**src/hw/rtl/lcc_pkg.sv**
```systemverilog
// Shared types, constants and calendar helpers for the lunisolar calendar converter.
package lcc_pkg;

  localparam int FRACTION_BITS = 24;

  localparam int DN_W    = 46;
  localparam int YEAR_W  = 14;
  localparam int MONTH_W = 4;
  localparam int DAY_W   = 5;
  localparam int KIND_W  = 2;
  localparam int POS_W   = 5;
  localparam int REM_W   = 9;
  localparam int DOY_W   = 10;

  localparam int MONTHS    = 13;
  localparam int MOD_CYCLE = 19;

  localparam logic OP_TO_DAY  = 1'b0;
  localparam logic OP_TO_DATE = 1'b1;

  localparam logic [KIND_W-1:0] KIND_COMMON = 2'd0;
  localparam logic [KIND_W-1:0] KIND_SMALL  = 2'd1;
  localparam logic [KIND_W-1:0] KIND_BIG    = 2'd2;

  localparam logic [MONTH_W-1:0] LAST_MONTH = 4'd12;
  localparam logic [DAY_W-1:0]   LAST_DAY   = 5'd30;
  localparam logic [POS_W-1:0]   LAST_POS   = 5'd18;

  // Fixed-point epoch and solar year, rounded half up.
  localparam longint unsigned EPOCH_FX = (64'd1954168 << FRACTION_BITS) +
      (((64'd50623 << FRACTION_BITS) + 64'd500000) / 64'd1000000);
  localparam longint unsigned SOLAR_FX =
      ((64'd1577917828 << FRACTION_BITS) + 64'd2160000) / 64'd4320000;

  // Signed width of day number minus epoch, and of its whole-day part.
  localparam int DIFF_W = (FRACTION_BITS + 23 > 47) ? FRACTION_BITS + 23 : 47;
  localparam int DAYS_W = DIFF_W - FRACTION_BITS;

  // Year estimate: days * RECIP >> RECIP_SHIFT, within one of the true year.
  localparam int RECIP_SHIFT = DAYS_W;
  localparam int RECIP_W     = DAYS_W - 7;
  localparam longint unsigned RECIP = (64'd1 << DIFF_W) / SOLAR_FX;

  localparam int YW      = (DAYS_W - 6 > 15) ? DAYS_W - 6 : 15;
  localparam int SOLAR_W = FRACTION_BITS + 10;
  localparam int PROD_W  = YW + SOLAR_W;
  localparam int NY_W    = ((PROD_W > DIFF_W) ? PROD_W : DIFF_W) + 1;

  // Year mod 19 by reciprocal multiply on an offset, nonnegative year.
  localparam int UW        = YW + 1;
  localparam int MOD_SHIFT = YW + 6;
  localparam int MOD_W     = MOD_SHIFT - 3;
  localparam longint unsigned MOD_MUL =
      ((64'd1 << MOD_SHIFT) + 64'd18) / MOD_CYCLE;
  localparam longint unsigned MOD_OFF =
      MOD_CYCLE * (((64'd1 << (YW - 1)) + 64'd18) / MOD_CYCLE);

  // Days before each month in a common year (month 4 absent).
  localparam logic [8:0] BASE_PREFIX [0:13] = '{
    9'd0, 9'd29, 9'd59, 9'd88, 9'd118, 9'd118, 9'd147,
    9'd177, 9'd206, 9'd236, 9'd265, 9'd295, 9'd324, 9'd354
  };

  typedef struct packed {
    logic               op;
    logic [DN_W-1:0]    day_number_in;
    logic [YEAR_W-1:0]  year_in;
    logic [MONTH_W-1:0] month_in;
    logic [DAY_W-1:0]   day_in;
  } req_t;

  typedef struct packed {
    logic [DN_W-1:0]    day_number_out;
    logic [YEAR_W-1:0]  year_out;
    logic [MONTH_W-1:0] month_out;
    logic [DAY_W-1:0]   day_out;
    logic [KIND_W-1:0]  year_kind;
    logic               clamped;
  } rsp_t;

  function automatic logic [KIND_W-1:0] kind_of(input logic [POS_W-1:0] pos);
    logic [KIND_W-1:0] k;
    case (pos) inside
      5'd7, 5'd18:                      k = KIND_BIG;
      5'd2, 5'd5, 5'd10, 5'd13, 5'd15:  k = KIND_SMALL;
      default:                          k = KIND_COMMON;
    endcase
    return k;
  endfunction

  // Days of the year before month m; months past 12 count the whole year.
  function automatic logic [8:0] month_start(input logic [KIND_W-1:0] kind,
                                             input logic [MONTH_W-1:0] m);
    logic [MONTH_W-1:0] idx;
    logic [8:0]         s;
    idx = (m > 4'd13) ? 4'd13 : m;
    s = BASE_PREFIX[idx];
    if (kind == KIND_BIG && m > 4'd2) s = s + 9'd1;
    if (kind != KIND_COMMON && m > 4'd4) s = s + 9'd30;
    return s;
  endfunction

endpackage

```
**src/hw/rtl/lunisolar_calendar_converter_unit.sv**
```systemverilog
// Lunisolar calendar converter top level: six-stage Julian day <-> date pipeline.
//
// Converts a date (year, month, day) to a fixed-point Julian day number when
// op is 0, and a Julian day number back to year, month and day when op is 1.
// The block is a six-stage pipeline: a new request is taken every cycle while
// the response side keeps ready high. The stages hold the chain of constant
// multiplies (year estimate, then the new-year product beside the year mod
// 19), the one-year correction, the year kind and the final month scan.
// Backpressure stalls only the stages that are full, so bubbles close up
// while a result waits. A day number past the last month of a common year
// reports month 12, day 30 with clamped set.
module lunisolar_calendar_converter_unit
  import lcc_pkg::*;
(
  input  logic clk,
  input  logic rst,
  input  logic req_valid,
  output logic req_ready,
  input  req_t req,
  output logic rsp_valid,
  input  logic rsp_ready,
  output rsp_t rsp
);

  localparam logic signed [DIFF_W-1:0]  EPOCH_D  = DIFF_W'(EPOCH_FX);
  localparam logic signed [NY_W-1:0]    EPOCH_N  = NY_W'(EPOCH_FX);
  localparam logic signed [NY_W-1:0]    EPOCH_N1 = NY_W'(EPOCH_FX + SOLAR_FX);
  localparam logic signed [SOLAR_W-1:0] SOLAR_S  = SOLAR_W'(SOLAR_FX);
  localparam logic signed [RECIP_W-1:0] RECIP_S  = RECIP_W'(RECIP);
  localparam logic [MOD_W-1:0]          MOD_M    = MOD_W'(MOD_MUL);
  localparam logic [UW-1:0]             MOD_O    = UW'(MOD_OFF);
  localparam logic [UW-1:0]             MOD_C    = UW'(MOD_CYCLE);

  logic [6:1] v;
  logic [7:1] adv;

  always_comb begin
    adv[7] = rsp_ready;
    for (int k = 6; k >= 1; k--) begin
      adv[k] = !v[k] || adv[k+1];
    end
  end

  assign req_ready = adv[1];
  assign rsp_valid = v[6];

  always_ff @(posedge clk) begin
    if (rst) begin
      v <= '0;
    end else begin
      if (adv[1]) v[1] <= req_valid;
      for (int k = 2; k <= 6; k++) begin
        if (adv[k]) v[k] <= v[k-1];
      end
    end
  end

  // Stage 1: day offset from epoch, whole days.
  logic                      s1_op;
  logic [DN_W-1:0]           s1_jd;
  logic [YEAR_W-1:0]         s1_year;
  logic [MONTH_W-1:0]        s1_month;
  logic [DAY_W-1:0]          s1_day;
  logic signed [DAYS_W-1:0]  s1_days;
  logic signed [DIFF_W-1:0]  diff;
  logic signed [DIFF_W-1:0]  diff_sh;

  assign diff    = $signed({{(DIFF_W-DN_W){1'b0}}, req.day_number_in}) - EPOCH_D;
  assign diff_sh = diff >>> FRACTION_BITS;

  always_ff @(posedge clk) begin
    if (adv[1]) begin
      s1_op    <= req.op;
      s1_jd    <= req.day_number_in;
      s1_year  <= req.year_in;
      s1_month <= req.month_in;
      s1_day   <= req.day_in;
      s1_days  <= diff_sh[DAYS_W-1:0];
    end
  end

  // Stage 2: year estimate, or the given year.
  logic                    s2_op;
  logic [DN_W-1:0]         s2_jd;
  logic [MONTH_W-1:0]      s2_month;
  logic [DAY_W-1:0]        s2_day;
  logic signed [YW-1:0]    s2_y;
  logic signed [DAYS_W+RECIP_W-1:0] est_prod;
  logic signed [DAYS_W+RECIP_W-1:0] est_sh;

  assign est_prod = s1_days * RECIP_S;
  assign est_sh   = est_prod >>> RECIP_SHIFT;

  always_ff @(posedge clk) begin
    if (adv[2]) begin
      s2_op    <= s1_op;
      s2_jd    <= s1_jd;
      s2_month <= s1_month;
      s2_day   <= s1_day;
      s2_y     <= (s1_op == OP_TO_DAY) ? {{(YW-YEAR_W){s1_year[YEAR_W-1]}}, s1_year}
                                       : est_sh[YW-1:0];
    end
  end

  // Stage 3: new-year product and mod-19 quotient.
  logic                     s3_op;
  logic [DN_W-1:0]          s3_jd;
  logic [MONTH_W-1:0]       s3_month;
  logic [DAY_W-1:0]         s3_day;
  logic signed [YW-1:0]     s3_y;
  logic [UW-1:0]            s3_q;
  logic signed [PROD_W-1:0] s3_prod;
  logic [UW-1:0]            u2;
  logic [UW+MOD_W-1:0]      q_prod;
  logic [UW+MOD_W-1:0]      q_sh;
  logic signed [PROD_W-1:0] ny_prod;

  assign u2      = {s2_y[YW-1], s2_y} + MOD_O;
  assign q_prod  = u2 * MOD_M;
  assign q_sh    = q_prod >> MOD_SHIFT;
  assign ny_prod = s2_y * SOLAR_S;

  always_ff @(posedge clk) begin
    if (adv[3]) begin
      s3_op    <= s2_op;
      s3_jd    <= s2_jd;
      s3_month <= s2_month;
      s3_day   <= s2_day;
      s3_y     <= s2_y;
      s3_q     <= q_sh[UW-1:0];
      s3_prod  <= ny_prod;
    end
  end

  // Stage 4: new year, one-year correction, position in the 19-year cycle.
  logic                   s4_op;
  logic [DN_W-1:0]        s4_jd;
  logic [MONTH_W-1:0]     s4_month;
  logic [DAY_W-1:0]       s4_day;
  logic signed [YW-1:0]   s4_y;
  logic signed [NY_W-1:0] s4_ny;
  logic [POS_W-1:0]       s4_pos;
  logic signed [NY_W-1:0] j3;
  logic signed [NY_W-1:0] ny_lo;
  logic signed [NY_W-1:0] ny_hi;
  logic [UW-1:0]          u3;
  logic [UW-1:0]          pos_full;
  logic [POS_W-1:0]       pos;
  logic [POS_W-1:0]       pos_dn;
  logic [POS_W-1:0]       pos_up;
  logic                   below;
  logic                   above;

  assign j3       = $signed({{(NY_W-DN_W){1'b0}}, s3_jd});
  assign ny_lo    = $signed({{(NY_W-PROD_W){s3_prod[PROD_W-1]}}, s3_prod}) + EPOCH_N;
  assign ny_hi    = $signed({{(NY_W-PROD_W){s3_prod[PROD_W-1]}}, s3_prod}) + EPOCH_N1;
  assign u3       = {s3_y[YW-1], s3_y} + MOD_O;
  assign pos_full = u3 - s3_q * MOD_C;
  assign pos      = pos_full[POS_W-1:0];
  assign pos_dn   = (pos == '0) ? LAST_POS : pos - POS_W'(1);
  assign pos_up   = (pos == LAST_POS) ? '0 : pos + POS_W'(1);
  assign below    = (s3_op == OP_TO_DATE) && (j3 < ny_lo);
  assign above    = (s3_op == OP_TO_DATE) && (j3 >= ny_hi);

  always_ff @(posedge clk) begin
    if (adv[4]) begin
      s4_op    <= s3_op;
      s4_jd    <= s3_jd;
      s4_month <= s3_month;
      s4_day   <= s3_day;
      if (below) begin
        s4_y   <= s3_y - YW'(1);
        s4_ny  <= ny_lo - $signed({{(NY_W-SOLAR_W){1'b0}}, SOLAR_S});
        s4_pos <= pos_dn;
      end else if (above) begin
        s4_y   <= s3_y + YW'(1);
        s4_ny  <= ny_hi;
        s4_pos <= pos_up;
      end else begin
        s4_y   <= s3_y;
        s4_ny  <= ny_lo;
        s4_pos <= pos;
      end
    end
  end

  // Stage 5: year kind and day of year.
  logic                   s5_op;
  logic [DN_W-1:0]        s5_jd;
  logic [MONTH_W-1:0]     s5_month;
  logic [DAY_W-1:0]       s5_day;
  logic signed [YW-1:0]   s5_y;
  logic signed [NY_W-1:0] s5_ny;
  logic [REM_W-1:0]       s5_rem;
  logic [KIND_W-1:0]      s5_kind;
  logic signed [NY_W-1:0] off4;
  logic signed [NY_W-1:0] off4_sh;

  assign off4    = $signed({{(NY_W-DN_W){1'b0}}, s4_jd}) - s4_ny;
  assign off4_sh = off4 >>> FRACTION_BITS;

  always_ff @(posedge clk) begin
    if (adv[5]) begin
      s5_op    <= s4_op;
      s5_jd    <= s4_jd;
      s5_month <= s4_month;
      s5_day   <= s4_day;
      s5_y     <= s4_y;
      s5_ny    <= s4_ny;
      s5_rem   <= off4_sh[REM_W-1:0];
      s5_kind  <= kind_of(s4_pos);
    end
  end

  // Stage 6: month scan, or new year plus days before the date.
  logic [MONTH_W-1:0]      fm;
  logic [DAY_W-1:0]        fd;
  logic                    cl;
  logic [REM_W-1:0]        fd_full;
  logic [DOY_W-1:0]        doy1;
  logic [DN_W-1:0]         dn;

  always_comb begin
    fm      = LAST_MONTH;
    fd      = LAST_DAY;
    cl      = 1'b1;
    fd_full = '0;
    for (int m = MONTHS - 1; m >= 0; m--) begin
      if (s5_rem < month_start(s5_kind, MONTH_W'(m + 1))) begin
        fm      = MONTH_W'(m);
        fd_full = s5_rem - month_start(s5_kind, MONTH_W'(m)) + REM_W'(1);
        fd      = fd_full[DAY_W-1:0];
        cl      = 1'b0;
      end
    end
  end

  assign doy1 = DOY_W'(month_start(s5_kind, s5_month)) + DOY_W'(s5_day) - DOY_W'(1);
  assign dn   = s5_ny[DN_W-1:0] +
                ({{(DN_W-DOY_W){doy1[DOY_W-1]}}, doy1} << FRACTION_BITS);

  always_ff @(posedge clk) begin
    if (adv[6]) begin
      rsp.year_out  <= s5_y[YEAR_W-1:0];
      rsp.year_kind <= s5_kind;
      if (s5_op == OP_TO_DATE) begin
        rsp.day_number_out <= s5_jd;
        rsp.month_out      <= fm;
        rsp.day_out        <= fd;
        rsp.clamped        <= cl;
      end else begin
        rsp.day_number_out <= dn;
        rsp.month_out      <= s5_month;
        rsp.day_out        <= s5_day;
        rsp.clamped        <= 1'b0;
      end
    end
  end

endmodule

```
**config.mk**
```make
export PLATFORM = sky130hd
export DESIGN_NAME = lunisolar_calendar_converter_unit
export DESIGN_NICKNAME = d
export VERILOG_FILES = /design/src/hw/rtl/lcc_pkg.sv /design/src/hw/rtl/lunisolar_calendar_converter_unit.sv
export SDC_FILE = /design/constraint.sdc
export NUM_CORES = 2
export LEC_CHECK = 0
export CORE_AREA = 2 2 363 365
export CTS_BUF_LIST = sky130_fd_sc_hd__clkbuf_4
export CTS_CLUSTER_SIZE = 20
export DETAILED_ROUTE_END_ITERATION = 7
export DIE_AREA = 0 0 365 367
export DONT_BUFFER_PORTS = 1
export HOLD_SLACK_MARGIN = 0.02
export PLACE_DENSITY_LB_ADDON = 0.08
export SLEW_MARGIN = 20
export SYNTH_ARGS = -nofsm -noshare
export SYNTH_HDL_FRONTEND = slang
export SYNTH_SLANG_ARGS = --single-unit
```
**constraint.sdc**
```tcl
create_clock -name clk -period 21 [get_ports clk]
set_clock_uncertainty 0.05 [all_clocks]
set_input_delay 6.3 -clock clk [delete_from_list [all_inputs] [get_ports clk]]
set_output_delay 6.3 -clock clk [all_outputs]
set_load 0.1 [all_outputs]
```
* Word level (Yosys, flattened, before mapping)
Memories as Yosys holds them, arrays and structs flattened.
Index checks and enable logic that the tools add are counted.
W data, S select, Z words.
** Word-level totals
- Latch bits :: 0
- Output and inout port bits :: 74
- Input port bits :: 74
- Memories :: 1
- Bits in registers :: 627
- Bits in read-only memories :: 144
- RAM bits :: 0
- Logic and storage cells :: 248
** Cells by class
- Reductions and logical operators :: 21
- $add $sub $neg :: 59
- Multipliers :: 4
- Shift-type cells :: 0
- Equal/unequal tests :: 9
- Magnitude comparators :: 19
- Mux-type cells :: 88
- Bitwise logic cells :: 2
- Div/mod/pow operators :: 0
** Memories
- (no name shown) :: depth 16, width 9, read ports 1, clocked after Yosys merged registers in 0, write ports 0, RTL line lcc_pkg.sv:97 : s = BASE_PREFIX[idx];
** Operators with widths (count)
- $mux W5 :: 43
- $mux W46 :: 3
- $mux W9 :: 14
- $add A51 B46 Y52 const B :: 2
- $add A9 B5 Y9 const B :: 10
- $lt A9 B9 Y1 :: 9
- $add A5 B1 Y5 const B :: 14
- $sub A5 B5 Y5 :: 11
- $ge A47 B52 Y1 :: 1
- $lt A47 B52 Y1 :: 1
- $mux W4 :: 13
- $mul A17 B34 Y51 const B :: 1
- $sub A46 B45 Y47 const B :: 1
- $add A46 B46 Y46 :: 1
- $sub A46 B34 Y46 const B :: 1
- $add A5 B5 Y5 const B :: 8
- $mul A23 B15 Y38 const B :: 1
- $mul A18 B18 Y36 const B :: 1
- $sub A33 B33 Y33 :: 1
- $mux W14 :: 2
- $add A18 B17 Y18 const B :: 1
- $lt A9 B7 Y1 :: 2
- $mux W17 :: 1
- $eq A5 B4 Y1 const B :: 3
- other kinds (32) :: 57

* Logic depth before layout (Yosys ltp)
- Depth after elaboration :: 25
- Mapped depth :: 35
- Depth with buffers taken out :: 33

* Worst setup path before layout
Ideal clock, no wire load.
- Path type :: input port to output port
- Start :: in rsp_ready
- End :: out req_ready
- Arrival time :: 10309 ps
- Cell stages on the path :: 4
- Buffers on the path :: 1
- Required time :: 14650 ps
- Setup slack :: 4341 ps
- Path through :: nor2b_1 -> and3_1 -> clkbuf_1 -> nand4_1
** On the way
- Word-level cells in the longest chain between the ends :: 6
** Ends and longest elaborated chain
- from (decl) :: RTL line lunisolar_calendar_converter_unit.sv:21 : input logic rsp_ready,
- $logic_or A1 B1 Y1 (6 in series) :: RTL line lunisolar_calendar_converter_unit.sv:40 : adv[k] = !v[k] || adv[k+1];
- to (decl) :: RTL line lunisolar_calendar_converter_unit.sv:18 : output logic req_ready,
Every way passes these cells.

* Worst setup path after layout
Same ends and word-level chain as after synthesis.

==> impl_metrics.yaml <==
clock_network:
  cts_num_sinks: 615
  cts_tree: "built"
  clk_pin_slew_worst_paths_ns: 0.06
  clock_insertion_delay_worst_skew_ns: 1.13
  ctsHoldBuffers: 0
  cts-buffers-inserted: 168
  clock_tree.buffer_depth: 3
  post_cts.repair.setup_buffers: 0
  clock_tree.htree_level_count: 4
  ctsRootBufferMaster: "sky130_fd_sc_hd__clkbuf_4"
  cts_resized: 0
synthesis:
  synth_edf_count: 609
  post-synth-top-count-cell: "sky130_fd_sc_hd__inv_1"
  synth.lib_cells_used.distinct: 112
  synth_seq_cells: 615
  netlist_instances: 4606
  avg_cell_area_syn_um2: 11.2
  synth.top_cells.by_area: "sky130_fd_sc_hd__edfxtp_1 (35%), sky130_fd_sc_hd__fa_1 (17%), sky130_fd_sc_hd__ha_1 (15%)"
  yosysTopAreaCellShare_pct: 35.4
  yosys_warnings: 0
  net_count_after_synthesis: 5761
  synth.yosys.seq_area_share_pct: 35.6
  yosys.area.top_type: "sky130_fd_sc_hd__edfxtp_1"
  synthesis.area_um2: 51700
  post_synthesis_async_set_or_reset_flop_share_pct: 0
  post_synth_most_frequent_cells: "sky130_fd_sc_hd__inv_1 (799), sky130_fd_sc_hd__ha_1 (639), sky130_fd_sc_hd__edfxtp_1 (609), sky130_fd_sc_hd__fa_1 (442), sky130_fd_sc_hd__nor2_1 (210)"
  yosys_most_used_dff: "sky130_fd_sc_hd__edfxtp_1"
routing:
  vias: 33512
  drt_pre_antenna_iters: 5
  routed_wirelength_mm: 134
  routed_wire_length_per_instance_um: 20.2
  drt_first_iter_violations: 1915
  route.detailed.vias_per_inst: 5.07
  detail-route-antenna-nets: 0
  number_of_drc_violations_after_detailed_routing: 0
placement:
  place.gp.congestion: 0.913
  hpwlAfterDp_mm: 109
  place.port_buffers: 0
cells_and_area:
  layout_cells_sized_above_1_pct: 8.77
  fillerInstances: 12606
  area.growth.synth_to_final_pct: 8.34
  post_layout_net_count: 5874
setup_path:
  cpMaxStageDelayCell: "sky130_fd_sc_hd__and3_1"
  r2r-start: "s5_month[3]"
  crit_fanout: 13
  timing.critical_path.to_type: "primary output"
  crit_path_dat_ns: 7.65
  r2r_setup_slk_ns: 12.37
  critPathRequiredTime_ns: 14.65
  critPathLaunchType: "primary input"
  worst-r2r-cell-count: 30
  worst-setup-path-type: "primary input to primary output"
  timing.critical_path.slowest_cell_delay_ns: 0.47
  critical_path.cell_chain: "nor2b_1 > and3_1 > nand4_1 > buf_4"
  reg2reg_to: "rsp[71]"
die:
  die_area_um2: 134000
  die_w_um: 365
  initial_utilization_pct: 39.6
  floorplan.rows: 133
  ioPinCount: 148
  placeableCoreArea_um2: 130000
  die_height_um: 367
sta:
  timing.final.max_slew_violations: 0
  final_min_period_over_clock_period_pct: 66.6
  worst_slew_margin_rel_pct: 26.1
  report.final.setup_viol: 0
  finalHoldViolCount: 0
  min_period_ns: 14.00
  final.setup.tns_ns: 0
  max_clock_freq_mhz: 71.4
  grt_setup_unrepaired: "no"
  tightestPinTransition_ns: 1.10
min_path:
  hold_depth: 0
  worst_hold_startpoint: "s2_jd[20]"
  worst_hold_path_type: "flip-flop to flip-flop"
  holdPathEnd: "s3_jd[20]"
global_route:
  gr-total-overflow: 0
  track_usage_pct: 20.6
  grt_max_degree: 73
  grt_first_pass_wirelength_mm: 209
  first_global_vias: 34584
  grt_antenna_before_repair: 3
run_status:
  run_status: "completed"
flow_run:
  max_cap_violations: 0
-- layer usage --
metal | track usage [%] | up-vias | share of wire, %
li1 | - | 16403 | -
met1 | 27.8 | 16324 | 46
met2 | 33.9 | 631 | 48
met3 | 3.20 | 154 | 3.4
met4 | 6.33 | 0 | 2.7
met5 | 0 | - | 0
-- area by class of cell --
cell class	count	area, µm²	share of cell area, %
clock buffers	238	1790	3.19
multi-input cells	3091	29900	53.3
flip-flops and latches	615	18400	32.9
repair buffers	42	315	0.563
clock inverters	57	392	0.699
diodes	10	25.0	0.0447
well taps	1755	2200	3.92
inverters	801	3010	5.37
-- cell families (layout without fill, tap and decap cells) --
family	after synthesis	in the layout	share of synthesized area [%]
other	2	12	0.0145
AND/OR/NAND/NOR	858	858	8.30
AO/OA/AOI/OAI	831	831	11.1
XOR/XNOR	265	265	4.52
multiplexers	53	53	1.13
flip-flops	615	615	35.6
adder cells (fa/ha/maj)	1082	1082	32.6
buffers and inverters	900	1138	6.70
-- critical path, delay by kind of cell --
family,cells,cell delay [ns]
and+or+nand+nor,3,0.97
buffers and inverters,1,0.31
-- cell usage in the layout, fill, tap and decap left out, types with 25 or more instances in the layout --
master                     synthesis  routed
sky130_fd_sc_hd__a211oi_1         33      33
sky130_fd_sc_hd__fa_1            442     442
sky130_fd_sc_hd__a21oi_1         199     199
sky130_fd_sc_hd__inv_1           799     797
sky130_fd_sc_hd__nor3_1           74      74
sky130_fd_sc_hd__mux2_2           43      43
sky130_fd_sc_hd__clkinv_1          1      30
sky130_fd_sc_hd__o211ai_1         25      25
sky130_fd_sc_hd__and2_1           26      26
sky130_fd_sc_hd__o21bai_1         25      25
sky130_fd_sc_hd__or3_1            34      34
sky130_fd_sc_hd__clkbuf_4          0     238
sky130_fd_sc_hd__nand2b_1         29      29
sky130_fd_sc_hd__nand2_1         204     202
sky130_fd_sc_hd__ha_1            639     639
sky130_fd_sc_hd__nor2b_1          38      38
sky130_fd_sc_hd__buf_4            10      42
sky130_fd_sc_hd__o21a_1           36      36
sky130_fd_sc_hd__edfxtp_1        609     609
sky130_fd_sc_hd__xor2_1           87      87
sky130_fd_sc_hd__nand4_1          42      42
sky130_fd_sc_hd__xnor2_1         176     175
sky130_fd_sc_hd__a21o_1           95      95
sky130_fd_sc_hd__nand3_1          68      67
sky130_fd_sc_hd__o21ai_0         158     156
sky130_fd_sc_hd__nor2_1          210     210
-- stage by stage --
stage	cell area, µm²	utilization [%]	worst slack, ns	hold WS (ns)	instances
2_1_floorplan	51700	-	4.34	0.350	4606
3_3_place_gp	53800	41.2	7.01	0.351	6304
3_5_place_dp	53800	41.2	6.99	0.355	6304
4_1_cts	56000	42.9	6.99	0.324	6599
5_1_grt	56000	42.9	6.93	0.307	6609
6_report	56000	42.9	7.00	0.328	6609
-- worst max path at each step --
| stage | from | to | slack [ns] | depth (start not counted) |
|---|---|---|---|---|
| 2_1_floorplan | rsp_ready | req_ready | 4.34 | 4 |
| 3_3_place_gp | rsp_ready | req_ready | 7.01 | 4 |
| 3_5_place_dp | rsp_ready | req_ready | 6.99 | 4 |
| 4_1_cts | rsp_ready | req_ready | 6.99 | 4 |
| 5_1_grt | rsp_ready | req_ready | 6.93 | 4 |
| 6_report | rsp_ready | req_ready | 7.00 | 4 |
-- flip-flops by register name, summed over array words and instances, names as in the netlist, 6 cells and up --
name and cells:
s3_y 14, s1_days 23, s5_y 14, s5_ny 46, s5_jd 46, s2_jd 46, s1_year 14, s4_ny 46
rsp 72, s5_rem 9, s3_prod 49, v 6, s4_jd 46, s3_jd 46, s1_jd 46, s2_y 16
s4_y 14
Power is not shown: default switching activity piles up to over one toggle a cycle in this logic, so the estimate is an artifact.
